==> src/debounced_key_event_queue_assert.svh <==
// Assertion macros used by the key event queue datapath.
`ifndef DEBOUNCED_KEY_EVENT_QUEUE_ASSERT_SVH
`define DEBOUNCED_KEY_EVENT_QUEUE_ASSERT_SVH

// Same-cycle implication, switched off while reset is high.
`define DKEQ_ASSERT_IMP(label, clk, rst, ante, cons) \
   label: assert property (@(posedge clk) disable iff (rst) (ante) |-> (cons)) \
      else $error("key event queue check failed");

// Next-cycle implication, switched off while reset is high.
`define DKEQ_ASSERT_NEXT(label, clk, rst, ante, cons) \
   label: assert property (@(posedge clk) disable iff (rst) (ante) |=> (cons)) \
      else $error("key event queue check failed");

`endif

==> src/dkeq_pkg.sv <==
// Shared types, codes and defaults for the debounced key event queue.
`default_nettype none

package dkeq_pkg;

   localparam int DEF_QUEUE_DEPTH = 8;
   localparam int DEF_NUM_BUTTONS = 8;

   localparam int KIND_W     = 2;
   localparam int BTN_W      = 4;
   localparam int ETYPE_W    = 2;
   localparam int MASK_W     = 8;
   localparam int INTERVAL_W = 16;
   localparam int CSR_IDX_W  = 1;
   localparam int CSR_DATA_W = 16;
   localparam int ENTRY_W    = BTN_W + ETYPE_W;

   localparam logic [INTERVAL_W-1:0] DEBOUNCE_RESET = 16'd50;

   localparam logic [KIND_W-1:0] KIND_TICK   = 2'd0;
   localparam logic [KIND_W-1:0] KIND_BUTTON = 2'd1;
   localparam logic [KIND_W-1:0] KIND_DONE   = 2'd2;

   localparam logic [ETYPE_W-1:0] TYPE_DOWN  = 2'd0;
   localparam logic [ETYPE_W-1:0] TYPE_UP    = 2'd1;
   localparam logic [ETYPE_W-1:0] TYPE_PRESS = 2'd2;

   localparam logic [CSR_IDX_W-1:0] CSR_MODIFIER_MASK = 1'b0;
   localparam logic [CSR_IDX_W-1:0] CSR_DEBOUNCE      = 1'b1;

   typedef struct packed {
      logic [KIND_W-1:0] kind;
      logic [BTN_W-1:0]  button_number;
   } dkeq_req_type;

   typedef struct packed {
      logic [BTN_W-1:0]   event_button;
      logic [ETYPE_W-1:0] event_type;
   } dkeq_rsp_type;

   // Commands from the controller to the datapath.
   typedef struct packed {
      logic tick;
      logic intr;
      logic emit_direct;
      logic push;
      logic pop;
      logic set_idle;
      logic emit_mem;
   } dkeq_cmd_type;

   // Status from the datapath to the controller.
   typedef struct packed {
      logic event_ok;
      logic direct_ok;
      logic queue_empty;
      logic out_busy;
   } dkeq_sts_type;

endpackage

`default_nettype wire

==> src/dkeq_ram.sv <==
// Generic single-write, single-read RAM with registered read data.
`default_nettype none

module dkeq_ram #(
   parameter int WIDTH = 8,
   parameter int DEPTH = 8
) (
   input  wire logic                                  clock,
   input  wire logic                                  wr_en,
   input  wire logic [(DEPTH > 1 ? $clog2(DEPTH) : 1)-1:0] wr_addr,
   input  wire logic [WIDTH-1:0]                      wr_data,
   input  wire logic                                  rd_en,
   input  wire logic [(DEPTH > 1 ? $clog2(DEPTH) : 1)-1:0] rd_addr,
   output logic      [WIDTH-1:0]                      rd_data
);

   logic [WIDTH-1:0] mem_ff [DEPTH];
   logic [WIDTH-1:0] rd_data_ff;

   always_ff @(posedge clock) begin
      if (wr_en) begin
         mem_ff[wr_addr] <= wr_data;
      end
      if (rd_en) begin
         rd_data_ff <= mem_ff[rd_addr];
      end
   end

   assign rd_data = rd_data_ff;

endmodule

`default_nettype wire

==> src/dkeq_ctrl.sv <==
// Controller state machine: decodes accepted words and sequences queue pops.
`default_nettype none

module dkeq_ctrl
   import dkeq_pkg::*;
(
   input  wire logic              clock,
   input  wire logic              reset,
   input  wire logic              req_valid,
   input  wire logic [KIND_W-1:0] req_kind,
   input  wire logic              rsp_stall,
   input  wire dkeq_sts_type      sts,
   output logic                   req_stall,
   output dkeq_cmd_type           cmd
);

   localparam logic ST_IDLE = 1'b0;
   localparam logic ST_POP  = 1'b1;

   logic state_ff;
   logic state_in;
   logic fire;

   assign req_stall = (state_ff != ST_IDLE) || (sts.out_busy && rsp_stall);
   assign fire      = req_valid && !req_stall;

   always_comb begin
      cmd      = '0;
      state_in = state_ff;
      unique case (state_ff)
         ST_IDLE: begin
            if (fire) begin
               unique case (req_kind)
                  KIND_TICK: begin
                     cmd.tick = 1'b1;
                  end
                  KIND_BUTTON: begin
                     cmd.intr = 1'b1;
                     if (sts.event_ok) begin
                        cmd.emit_direct = sts.direct_ok;
                        cmd.push        = !sts.direct_ok;
                     end
                  end
                  KIND_DONE: begin
                     if (!sts.queue_empty) begin
                        cmd.pop  = 1'b1;
                        state_in = ST_POP;
                     end else begin
                        cmd.set_idle = 1'b1;
                     end
                  end
                  default: begin
                  end
               endcase
            end
         end
         ST_POP: begin
            // Read data from the event store is valid in this cycle.
            cmd.emit_mem = 1'b1;
            state_in     = ST_IDLE;
         end
      endcase
   end

   always_ff @(posedge clock) begin
      if (reset) begin
         state_ff <= ST_IDLE;
      end else begin
         state_ff <= state_in;
      end
   end

endmodule

`default_nettype wire

==> src/dkeq_datapath.sv <==
// Datapath: settings, debounce timer, button flags, event ring and result register.
`default_nettype none

`include "debounced_key_event_queue_assert.svh"

module dkeq_datapath
   import dkeq_pkg::*;
#(
   parameter int QUEUE_DEPTH = DEF_QUEUE_DEPTH,
   parameter int NUM_BUTTONS = DEF_NUM_BUTTONS
) (
   input  wire logic                  clock,
   input  wire logic                  reset,
   input  wire dkeq_req_type          req_data,
   input  wire logic                  rsp_stall,
   input  wire logic                  csr_wr,
   input  wire logic [CSR_IDX_W-1:0]  csr_index,
   input  wire logic [CSR_DATA_W-1:0] csr_wdata,
   input  wire dkeq_cmd_type          cmd,
   output dkeq_sts_type               sts,
   output logic                       rsp_valid,
   output dkeq_rsp_type               rsp_data
);

   localparam int PTR_W = (QUEUE_DEPTH > 1) ? $clog2(QUEUE_DEPTH) : 1;
   localparam int CNT_W = $clog2(QUEUE_DEPTH + 1);
   localparam int SUM_W = CNT_W + 1;
   localparam int MOD_N = (NUM_BUTTONS < MASK_W) ? NUM_BUTTONS : MASK_W;

   logic [MASK_W-1:0]      modifier_mask_ff;
   logic [INTERVAL_W-1:0]  debounce_interval_ff;
   logic [INTERVAL_W-1:0]  elapsed_ms_ff;
   logic [NUM_BUTTONS-1:0] pressed_flags_ff;
   logic                   consumer_idle_ff;
   logic [PTR_W-1:0]       head_ff;
   logic [CNT_W-1:0]       count_ff;
   logic                   rsp_valid_ff;
   dkeq_rsp_type           rsp_data_ff;

   logic [NUM_BUTTONS-1:0] button_sel;
   logic                   button_ok;
   logic                   was_pressed;
   logic                   is_modifier;
   logic                   queue_full;
   logic                   queue_empty;
   dkeq_rsp_type           new_event;
   logic [SUM_W-1:0]       tail_sum;
   logic [SUM_W-1:0]       tail_wrap;
   logic [PTR_W-1:0]       tail_ptr;
   logic [PTR_W-1:0]       head_next;
   logic [ENTRY_W-1:0]     ram_rd_data;
   logic                   take_event;

   // One-hot decode of the button, which also rejects out-of-range numbers.
   always_comb begin
      for (int i = 0; i < NUM_BUTTONS; i++) begin
         button_sel[i] = ({2'b00, req_data.button_number} == 6'(i + 1));
      end
   end

   always_comb begin
      is_modifier = 1'b0;
      for (int i = 0; i < MOD_N; i++) begin
         is_modifier = is_modifier | (button_sel[i] & modifier_mask_ff[i]);
      end
   end

   assign button_ok   = |button_sel;
   assign was_pressed = |(button_sel & pressed_flags_ff);
   assign queue_full  = (count_ff == CNT_W'(QUEUE_DEPTH));
   assign queue_empty = (count_ff == '0);

   assign new_event.event_button = req_data.button_number;
   assign new_event.event_type   = is_modifier ? (was_pressed ? TYPE_UP : TYPE_DOWN)
                                               : TYPE_PRESS;

   assign tail_sum  = SUM_W'(head_ff) + SUM_W'(count_ff);
   assign tail_wrap = (tail_sum >= SUM_W'(QUEUE_DEPTH)) ? tail_sum - SUM_W'(QUEUE_DEPTH)
                                                        : tail_sum;
   assign tail_ptr  = tail_wrap[PTR_W-1:0];
   assign head_next = (head_ff == PTR_W'(QUEUE_DEPTH - 1)) ? '0 : head_ff + 1'b1;

   assign take_event = cmd.emit_direct || cmd.push;

   assign sts.event_ok    = button_ok && !queue_full && (elapsed_ms_ff > debounce_interval_ff);
   assign sts.direct_ok   = consumer_idle_ff && queue_empty;
   assign sts.queue_empty = queue_empty;
   assign sts.out_busy    = rsp_valid_ff;

   dkeq_ram #(
      .WIDTH (ENTRY_W),
      .DEPTH (QUEUE_DEPTH)
   ) u_event_store (
      .clock   (clock),
      .wr_en   (cmd.push),
      .wr_addr (tail_ptr),
      .wr_data (new_event),
      .rd_en   (cmd.pop),
      .rd_addr (head_ff),
      .rd_data (ram_rd_data)
   );

   always_ff @(posedge clock) begin
      if (reset) begin
         modifier_mask_ff     <= '0;
         debounce_interval_ff <= DEBOUNCE_RESET;
      end else if (csr_wr) begin
         unique case (csr_index)
            CSR_MODIFIER_MASK: modifier_mask_ff     <= csr_wdata[MASK_W-1:0];
            CSR_DEBOUNCE:      debounce_interval_ff <= csr_wdata[INTERVAL_W-1:0];
         endcase
      end
   end

   always_ff @(posedge clock) begin
      if (reset) begin
         elapsed_ms_ff    <= '0;
         pressed_flags_ff <= '0;
         consumer_idle_ff <= 1'b1;
         head_ff          <= '0;
         count_ff         <= '0;
         rsp_valid_ff     <= 1'b0;
      end else begin
         if (cmd.intr) begin
            elapsed_ms_ff <= '0;
         end else if (cmd.tick && (elapsed_ms_ff != '1)) begin
            elapsed_ms_ff <= elapsed_ms_ff + 1'b1;
         end
         if (take_event) begin
            pressed_flags_ff <= pressed_flags_ff ^ button_sel;
         end
         if (cmd.emit_direct) begin
            consumer_idle_ff <= 1'b0;
         end else if (cmd.set_idle) begin
            consumer_idle_ff <= 1'b1;
         end
         if (cmd.push) begin
            count_ff <= count_ff + 1'b1;
         end else if (cmd.pop) begin
            count_ff <= count_ff - 1'b1;
            head_ff  <= head_next;
         end
         rsp_valid_ff <= cmd.emit_direct || cmd.emit_mem || (rsp_valid_ff && rsp_stall);
      end
   end

   always_ff @(posedge clock) begin
      if (cmd.emit_direct) begin
         rsp_data_ff <= new_event;
      end else if (cmd.emit_mem) begin
         rsp_data_ff <= ram_rd_data;
      end
   end

   assign rsp_valid = rsp_valid_ff;
   assign rsp_data  = rsp_data_ff;

   `DKEQ_ASSERT_IMP(a_count_bound, clock, reset, 1'b1, count_ff <= CNT_W'(QUEUE_DEPTH))
   `DKEQ_ASSERT_IMP(a_push_not_full, clock, reset, cmd.push, !queue_full)
   `DKEQ_ASSERT_IMP(a_direct_slot_free, clock, reset, cmd.emit_direct, !(rsp_valid_ff && rsp_stall))
   `DKEQ_ASSERT_IMP(a_pop_slot_empty, clock, reset, cmd.emit_mem, !rsp_valid_ff)
   `DKEQ_ASSERT_NEXT(a_direct_busy, clock, reset, cmd.emit_direct, !consumer_idle_ff && rsp_valid_ff)

endmodule

`default_nettype wire

==> src/debounced_key_event_queue.sv <==
// Top level of the debounced key event queue: controller, datapath and ports.
// Ticks, interrupts and completes on an empty queue finish when accepted; the next word
// is taken unless a result is held back. A complete that pops the ring stalls the input
// while the registered event store read runs. Results leave via the output register.
// Reset is synchronous and needs no clearing pass; the event store is never read unwritten.
`default_nettype none

module debounced_key_event_queue
   import dkeq_pkg::*;
#(
   parameter int QUEUE_DEPTH = DEF_QUEUE_DEPTH,
   parameter int NUM_BUTTONS = DEF_NUM_BUTTONS
) (
   input  wire logic                  clock,
   input  wire logic                  reset,
   // Input word channel.
   input  wire logic                  req_valid,
   output logic                       req_stall,
   input  wire dkeq_req_type          req_data,
   // Result word channel.
   output logic                       rsp_valid,
   input  wire logic                  rsp_stall,
   output dkeq_rsp_type               rsp_data,
   // Settings write channel.
   input  wire logic                  csr_valid,
   output logic                       csr_ready,
   input  wire logic [CSR_IDX_W-1:0]  csr_index,
   input  wire logic [CSR_DATA_W-1:0] csr_wdata
);

   dkeq_cmd_type cmd;
   dkeq_sts_type sts;
   logic         csr_wr;

   // Settings are simple registers, so a write is always taken at once.
   assign csr_ready = 1'b1;
   assign csr_wr    = csr_valid && csr_ready;

   // The controller decodes each accepted word and holds off the input side while
   // a popped event is read from the store, or while a finished result word is
   // still held back by the consumer.
   dkeq_ctrl u_ctrl (
      .clock     (clock),
      .reset     (reset),
      .req_valid (req_valid),
      .req_kind  (req_data.kind),
      .rsp_stall (rsp_stall),
      .sts       (sts),
      .req_stall (req_stall),
      .cmd       (cmd)
   );

   // The datapath keeps the debounce timer, the toggle flags, the event ring and
   // the output register that separates the two channels.
   dkeq_datapath #(
      .QUEUE_DEPTH (QUEUE_DEPTH),
      .NUM_BUTTONS (NUM_BUTTONS)
   ) u_datapath (
      .clock     (clock),
      .reset     (reset),
      .req_data  (req_data),
      .rsp_stall (rsp_stall),
      .csr_wr    (csr_wr),
      .csr_index (csr_index),
      .csr_wdata (csr_wdata),
      .cmd       (cmd),
      .sts       (sts),
      .rsp_valid (rsp_valid),
      .rsp_data  (rsp_data)
   );

endmodule

`default_nettype wire
==> config.mk <==
export PLATFORM = sky130hd
export DESIGN_NAME = debounced_key_event_queue
export DESIGN_NICKNAME = d
export VERILOG_FILES = /design/src/dkeq_pkg.sv /design/src/dkeq_ram.sv /design/src/dkeq_ctrl.sv /design/src/dkeq_datapath.sv /design/src/debounced_key_event_queue.sv
export VERILOG_INCLUDE_DIRS = /design/src /design/src/src
export SDC_FILE = /design/constraint.sdc
export NUM_CORES = 1
export LEC_CHECK = 0
export BUFFER_PORTS_ARGS = -buffer_cell sky130_fd_sc_hd__buf_2
export CORE_ASPECT_RATIO = 0.5
export CORE_MARGIN = 2
export CORE_UTILIZATION = 30
export DETAILED_ROUTE_END_ITERATION = 12
export HOLD_SLACK_MARGIN = 0.15
export PLACE_DENSITY_LB_ADDON = 0.1
export SLEW_MARGIN = 20
export SYNTH_ARGS = -nofsm -noshare
export SYNTH_HDL_FRONTEND = slang
export SYNTH_SLANG_ARGS = --single-unit
==> constraint.sdc <==
create_clock -name clock -period 2.95 [get_ports clock]
set_input_delay 0.59 -clock clock [delete_from_list [all_inputs] [get_ports clock]]
set_output_delay 0.59 -clock clock [all_outputs]
set_load 0.01 [all_outputs]
### Yosys cells after proc, flatten, opt, wreduce, memory -nomap -nowiden

Memories as Yosys holds them, arrays and structs flattened. A register that Yosys moved wholly into a read port is not among the register bits.
Index checks and enable logic that the tools add are counted.

* register bits: 64
* bits in latches: 0
* memory bits (writable): 48
* memory bits (read-only): 0
* input port bits: 28
* output and inout port bits: 9
* word-level logic and storage cells: 101
* memories kept: 1

* $add $sub $neg: 6
* multipliers: 0
* divide/modulo/power cells: 0
* magnitude comparators: 2
* equality and inequality tests: 13
* shift operators: 0
* mux-type cells: 24
* bitwise operators: 20
* reductions and logical operators: 24

Memories
* u_datapath.u_event_store.mem_ff: words 8, bits a word 6, read ports 1, clocked after Yosys merged registers in 1, write ports 1, line dkeq_ram.sv:17 `logic [WIDTH-1:0] mem_ff [DEPTH];`

Operator list (count)
* 6-bit two-way mux: 4
* 16-bit by 1-bit adder with 16-bit output (second input constant): 1
* 4-bit by 3-bit == test with 1-bit output (second input constant): 4
* 16-bit greater-than comparator: 1
* 16-bit != test (second input constant): 1
* 8-bit OR reduction: 2
* 1-bit two-way mux: 11
* 3-bit two-way mux: 3
* 1-bit AND: 8
* 8-bit AND: 1
* 4-bit by 2-bit == test with 1-bit output (second input constant): 2
* 4-bit == test (second input constant): 2
* 4-bit two-way mux: 2
* 8-bit bitwise XOR: 1
* 1-bit OR: 7
* 1-bit logical AND: 6
* 2-bit two-way mux: 3
* 2-bit AND reduction: 3
* 2-bit nonzero test: 3
* 3-bit by 4-bit adder with 5-bit output: 1
* 5-bit by 4-bit >= comparator with 1-bit output (second input constant): 1
* 4-bit by 1-bit adder with 4-bit output (second input constant): 1
* 4-bit by 1-bit == test with 1-bit output (second input constant): 1
* 4-bit zero test: 1
* 12 further kinds: 19

### Longest topological paths before layout

* depth after elaboration: 11
* depth in mapped cells: 13
* mapped depth without buffers: 13

### Cells and area by module

Synthesis repeated with hierarchy kept, for this count alone.

* cell total of the unflattened synthesis: 500
* area total of the unflattened synthesis: 5654.2 um^2

Modules (own cells, without submodules)
* dkeq_datapath: times used 1, cells each 393, area an instance 3397.0 um^2, seq. area each 1321.3 um^2
* dkeq_ram: times used 1, cells each 88, area an instance 2082.0 um^2, seq. area each 1621.6 um^2
* dkeq_ctrl: times used 1, cells each 17, area an instance 163.9 um^2, seq. area each 20.0 um^2
* debounced_key_event_queue: times used 1, cells each 2, area an instance 11.3 um^2, seq. area each 0.0 um^2

### Least setup slack after synthesis

OpenSTA, ideal clock, no wires.

* kind: input to register
* from: in req_data[2] (netlist bit)
* to: mem u_datapath.u_event_store.mem_ff[0][0] (netlist bit), enable pin
* library setup time: 0.386 ns
* arrival: 2.417 ns
* required time: 2.564 ns
* path slack: 0.147 ns
* stages on the path: 7
* path buffers: 1
* cells stage by stage: buf_2 > nor3_1 > xor2_1 > a2111oi_2 > o31a_2 > nand2_1 > nor4_1

* cells in the longest elaborated chain, start to end: 10
* elaborated cells between the ends (all ways): 17
* classes of those cells: eq/ne (8); mux (6); reduce/logical (3)

Ends and longest elaborated chain
* from (decl): line debounced_key_event_queue.sv:19 `input wire dkeq_req_type req_data,`
* 4-bit by 1-bit == test with 1-bit output, or another cell as far along: line dkeq_datapath.sv:57 `button_sel[i] = ({2'b00, req_data.button_number} == 6'(i + 1));`
* 8-bit OR reduction *: line dkeq_datapath.sv:68 `assign button_ok = |button_sel;`
* 1-bit logical AND * (2 in a row): line dkeq_datapath.sv:85 `assign sts.event_ok = button_ok && !queue_full && (elapsed_ms_ff > debounce_interval_ff);`
* 2-bit two-way mux *: line dkeq_ctrl.sv:39 `if (sts.event_ok) begin`
* 3-bit two-way mux *: line dkeq_ctrl.sv:33 `unique case (req_kind)`
* 6-bit two-way mux *: line dkeq_ctrl.sv:32 `if (fire) begin`
* 6-bit two-way mux *: line dkeq_ctrl.sv:30 `unique case (state_ff)`
* 1-bit two-way mux *: line dkeq_ram.sv:21 `if (wr_en) begin`
* 1-bit two-way mux (not written as such) *: line dkeq_ram.sv:22 `mem_ff[wr_addr] <= wr_data;`
* to (decl): line dkeq_ram.sv:17

Mark *: on every way between the ends. The rest lies on a longest branch, timed or not.

### Worst setup path after layout

* from: reg u_datapath.debounce_interval_ff[14]
* to: reg u_datapath.rsp_data_ff (netlist bit u_datapath.rsp_data[1]), enable pin

* cells in the longest elaborated chain, start to end: 7

Ends and longest elaborated chain
* from (decl): line dkeq_datapath.sv:31 `logic [INTERVAL_W-1:0] debounce_interval_ff;`
* from (signal assigned): line dkeq_datapath.sv:110 `CSR_DEBOUNCE: debounce_interval_ff <= csr_wdata[INTERVAL_W-1:0];`
* 16-bit greater-than comparator: line dkeq_datapath.sv:85
* 1-bit logical AND: line dkeq_datapath.sv:85
* 2-bit two-way mux: line dkeq_ctrl.sv:39
* 3-bit two-way mux: line dkeq_ctrl.sv:33
* 6-bit two-way mux: line dkeq_ctrl.sv:32
* 6-bit two-way mux: line dkeq_ctrl.sv:30
* 2-bit nonzero test (no source line)
* to (signal assigned): line dkeq_datapath.sv:149 `rsp_data_ff <= new_event;`
* to (signal assigned): line dkeq_datapath.sv:151 `rsp_data_ff <= ram_rd_data;`
* to (decl): line dkeq_datapath.sv:38 `dkeq_rsp_type rsp_data_ff;`

No other way between the ends.
A chain may end at the register's enable or synchronous reset.

==> flow_metrics.env <==
export IMPL_power_density_nw_per_um2=597
export IMPL_htree_levels=4
export IMPL_min_period_ns=2.76
export IMPL_slowest_stage="or2_2"
export IMPL_arrival_ns=2.90
export IMPL_vdd_ir_drop_max_uv=350
export IMPL_drive_gt1_share_pct=22.2
export IMPL_cp_max_fo=8
export IMPL_status="complete, no violations"
export IMPL_ys_ff_latch=118
export IMPL_fin_crit_sh_pct=93.5
export IMPL_cp_slowest_stage_delay_ns=0.42
export IMPL_drtIter0Drc=169
export IMPL_setup_viol=0
export IMPL_seq_area_frac_synth_pct=54.4
export IMPL_cts_tree="done"
export IMPL_worst_pin_slew_ns=0.705
export IMPL_synthesis_nets=544
export IMPL_required_ns=3.09
export IMPL_nFillCells=1744
export IMPL_drv_cap=0
export IMPL_grt_first_pass_wirelength_mm=20.6
export IMPL_rr_startpoint="u_datapath.debounce_interval_ff[14]"
export IMPL_io_buffer_count=35
export IMPL_p_leak_uw=0.00249
export IMPL_cts_sinks=118
export IMPL_drv_slew=0
export IMPL_rr_endpoint="u_datapath.rsp_data[1]"
export IMPL_r2r_setup_slack_ns=0.19
export IMPL_vias_per_cell=4.67
export IMPL_cts_setup_buffers=0
export IMPL_ff2ff_path_depth=10
export IMPL_grt_start_max_net_pins=39
export IMPL_clkLatencyLatePin_ns=0.41
export IMPL_path_class="flop to flop"
export IMPL_io_pins=37
export IMPL_whs_ns=0.418
export IMPL_fin_total_pwr_uw=3980
export IMPL_route_detailed_drc=0
export IMPL_vias=3718
export IMPL_switching_share_pct=23.3
export IMPL_final_cell_mix="nand2_1, edfxtp_1, dfxtp_1"
export IMPL_layout_commonest_cell="nand2_1"
export IMPL_cts_inserted_buffers=17
export IMPL_synth_edf_count=60
export IMPL_crit_end="u_datapath.rsp_data[1]"
export IMPL_gp_congestion=0.730
export IMPL_initial_core_util_pct=31.0
export IMPL_timing_slew_headroom_pct=53.0
export IMPL_chipHeight_um=99.2
export IMPL_grt_pass1_vias=3785
export IMPL_clockBufferDepth=2
export IMPL_max_freq_ghz=0.362
export IMPL_syn_to_final_growth_pct=22.5
export IMPL_pwr_share_seq_pct=43.8
export IMPL_cts_hold_fix_buffers=0
export IMPL_ant_nets=0
export IMPL_clock_power_share_pct=52.5
export IMPL_p_int_uw=3050
export IMPL_critPathCaptureType="flop"
export IMPL_hold_viol=0
export IMPL_ys_warn_count=0
export IMPL_grt_usage_pct=14.1
export IMPL_p_comb_share_pct=3.7
export IMPL_synth_top_flop_cell="edfxtp_1"
export IMPL_dieArea_um2=19300
export IMPL_cp_cell_sequence="inv_1 > ha_1 > nand4_1 > nor4_1 > buf_4 > a2111oi_2 > o31a_2 > buf_4 > and2b_1 > or2_2"
export IMPL_layout_nets=609
export IMPL_cpMostUsedCell="buf_4"
export IMPL_fp_row_count=34
export IMPL_antenna_found_initial=0
export IMPL_synth_cell_types=49
export IMPL_hp_class="input pin to flop"
export IMPL_core_um2=17600
export IMPL_final_setup_skew_ns=0.0160
export IMPL_clk_pin_slew_ns=0.06
export IMPL_critPathLaunchType="flop"
export IMPL_avgRoutedWirePerCell_um=15.9
export IMPL_gr_total_overflow=0
export IMPL_netlist_area_um2=5440
export IMPL_drt_first_pass_iters=5
export IMPL_cts_root_buffer="clkbuf_16"
export IMPL_switching_power_uw=926
export IMPL_wl_mm=12.7
export IMPL_startpoint="u_datapath.debounce_interval_ff[14]"
export IMPL_die_width_um=194
export IMPL_synth_area_per_cell_um2=11.2
export IMPL_diodes=0
export IMPL_hpwlAfterDp_mm=9.06
export IMPL_postSynthCellCount=484
export IMPL_async_reset_ff_share_pct=0
==> power by group through the flow <==
stage	clock network (µW)	registers [µW]	logic, µW
final	2090	1740	147
after global placement	0	1780	147
after floorplan	0	1770	81.9
after global routing	2210	1740	168
after CTS	2140	1740	148
after detailed placement	0	1780	148
==> final cells by class <==
class,count,area [µm²],share of cell area (%)
flip-flops and latches,118,2960,44.5
multi-input cells,320,2300,34.6
clock buffers,17,425,6.38
repair buffers,67,415,6.23
well taps,234,293,4.39
clock inverters,15,169,2.53
inverters,25,93.8,1.41
==> routing by layer <==
layer	part of all wire, %	vias to the layer above	global-route usage, %	routed length [µm]
met5	0	-	0	0
met4	0.58	0	4.85	73
met3	2.9	6	3.19	363
met2	47	48	23.0	5920
met1	50	1789	18.6	6310
li1	-	1875	-	-
==> cell families after synthesis <==
kind of cell	Yosys count	share of synthesized area (%)
XOR/XNOR	16	2.58
multiplexers	39	10.2
AND/OR/NAND/NOR	170	14.7
other	1	0.0689
flip-flops	118	54.4
AO/OA/AOI/OAI	62	6.92
buffers and inverters	46	3.43
adder cells (fa/ha/maj)	32	7.63
==> synth_stat cells, types with 2 or more instances <==
| cell type | instances | share of area [%] |
|---|---|---|
| a21o_1 | 4 | 0.55 |
| a21oi_1 | 36 | 3.3 |
| a31oi_1 | 3 | 0.34 |
| and2_1 | 2 | 0.23 |
| and3_1 | 2 | 0.23 |
| buf_1 | 2 | 0.14 |
| buf_2 | 2 | 0.18 |
| buf_4 | 3 | 0.41 |
| clkbuf_1 | 14 | 0.97 |
| dfxtp_1 | 58 | 21 |
| edfxtp_1 | 60 | 33 |
| fa_1 | 2 | 0.74 |
| ha_1 | 30 | 6.9 |
| inv_1 | 24 | 1.7 |
| mux2_1 | 6 | 1.2 |
| mux2_2 | 7 | 1.4 |
| mux2i_1 | 14 | 2.6 |
| mux4_2 | 12 | 5.0 |
| nand2_1 | 67 | 4.6 |
| nand2b_1 | 4 | 0.46 |
| nand3_1 | 6 | 0.55 |
| nand3b_1 | 3 | 0.41 |
| nand4_1 | 11 | 1.3 |
| nor2_1 | 38 | 2.6 |
| nor2b_1 | 4 | 0.46 |
| nor3_1 | 11 | 1.0 |
| nor4_1 | 10 | 1.1 |
| o211ai_1 | 4 | 0.55 |
| o21ai_0 | 7 | 0.64 |
| or3_1 | 5 | 0.57 |
| xnor2_1 | 9 | 1.4 |
| xor2_1 | 7 | 1.1 |
==> worst max-delay path: cells and delay by family (launching register included) <==
kind	cells	cell delay [ns]
and+or+nand+nor	4	1.33
AOI/OAI and AO/OA	2	0.18
adders and majority gates	1	0.28
buffers and inverters	3	0.38
DFF	1	0.33
==> state kept, by name, summed over array words and instances, names as in the netlist <==
signal	cells
u_datapath.u_event_store.mem_ff	48
u_datapath.debounce_interval_ff	16
u_datapath.elapsed_ms_ff	16
u_datapath.modifier_mask_ff	8
u_datapath.pressed_flags_ff	8
u_datapath.rsp_data	6
u_datapath.u_event_store.rd_data	6
u_datapath.count_ff	4
u_datapath.head_ff	3
u_ctrl.state_ff	1
u_datapath.consumer_idle_ff	1
u_datapath.rsp_valid	1
==> timing repair <==
action,CTS,global route
setup endpoints to repair,0,37
resized for setup,0,3
endpoints found under the hold margin,0,0
==> stage by stage <==
stage	setup slack (ns)	area, µm²	setup TNS (ns)	util (%)	std cells
2_1_floorplan	0.147	5440	0	-	484
3_3_place_gp	0.158	6060	0	34.5	764
3_5_place_dp	0.0966	6060	0	34.5	764
4_1_cts	0.178	6650	0	37.9	796
5_1_grt	-0.00799	6660	-0.00799	37.9	796
6_report	0.191	6660	0	37.9	796
==> worst min path at each step <==
stage / slack [ns] / from / cells past startpoint / endpoint
2_1_floorplan: 0.43 / u_datapath.modifier_mask_ff[1] / 2 / u_datapath.modifier_mask_ff[1]
3_3_place_gp: 0.44 / u_datapath.debounce_interval_ff[2] / 2 / u_datapath.debounce_interval_ff[2]
3_5_place_dp: 0.45 / u_datapath.debounce_interval_ff[13] / 2 / u_datapath.debounce_interval_ff[13]
4_1_cts: 0.40 / csr_wdata[11] / 3 / u_datapath.debounce_interval_ff[11]
5_1_grt: 0.40 / csr_wdata[11] / 3 / u_datapath.debounce_interval_ff[11]
6_report: 0.42 / csr_wdata[11] / 3 / u_datapath.debounce_interval_ff[11]
Note: power is estimated with default switching activity, not from simulation.
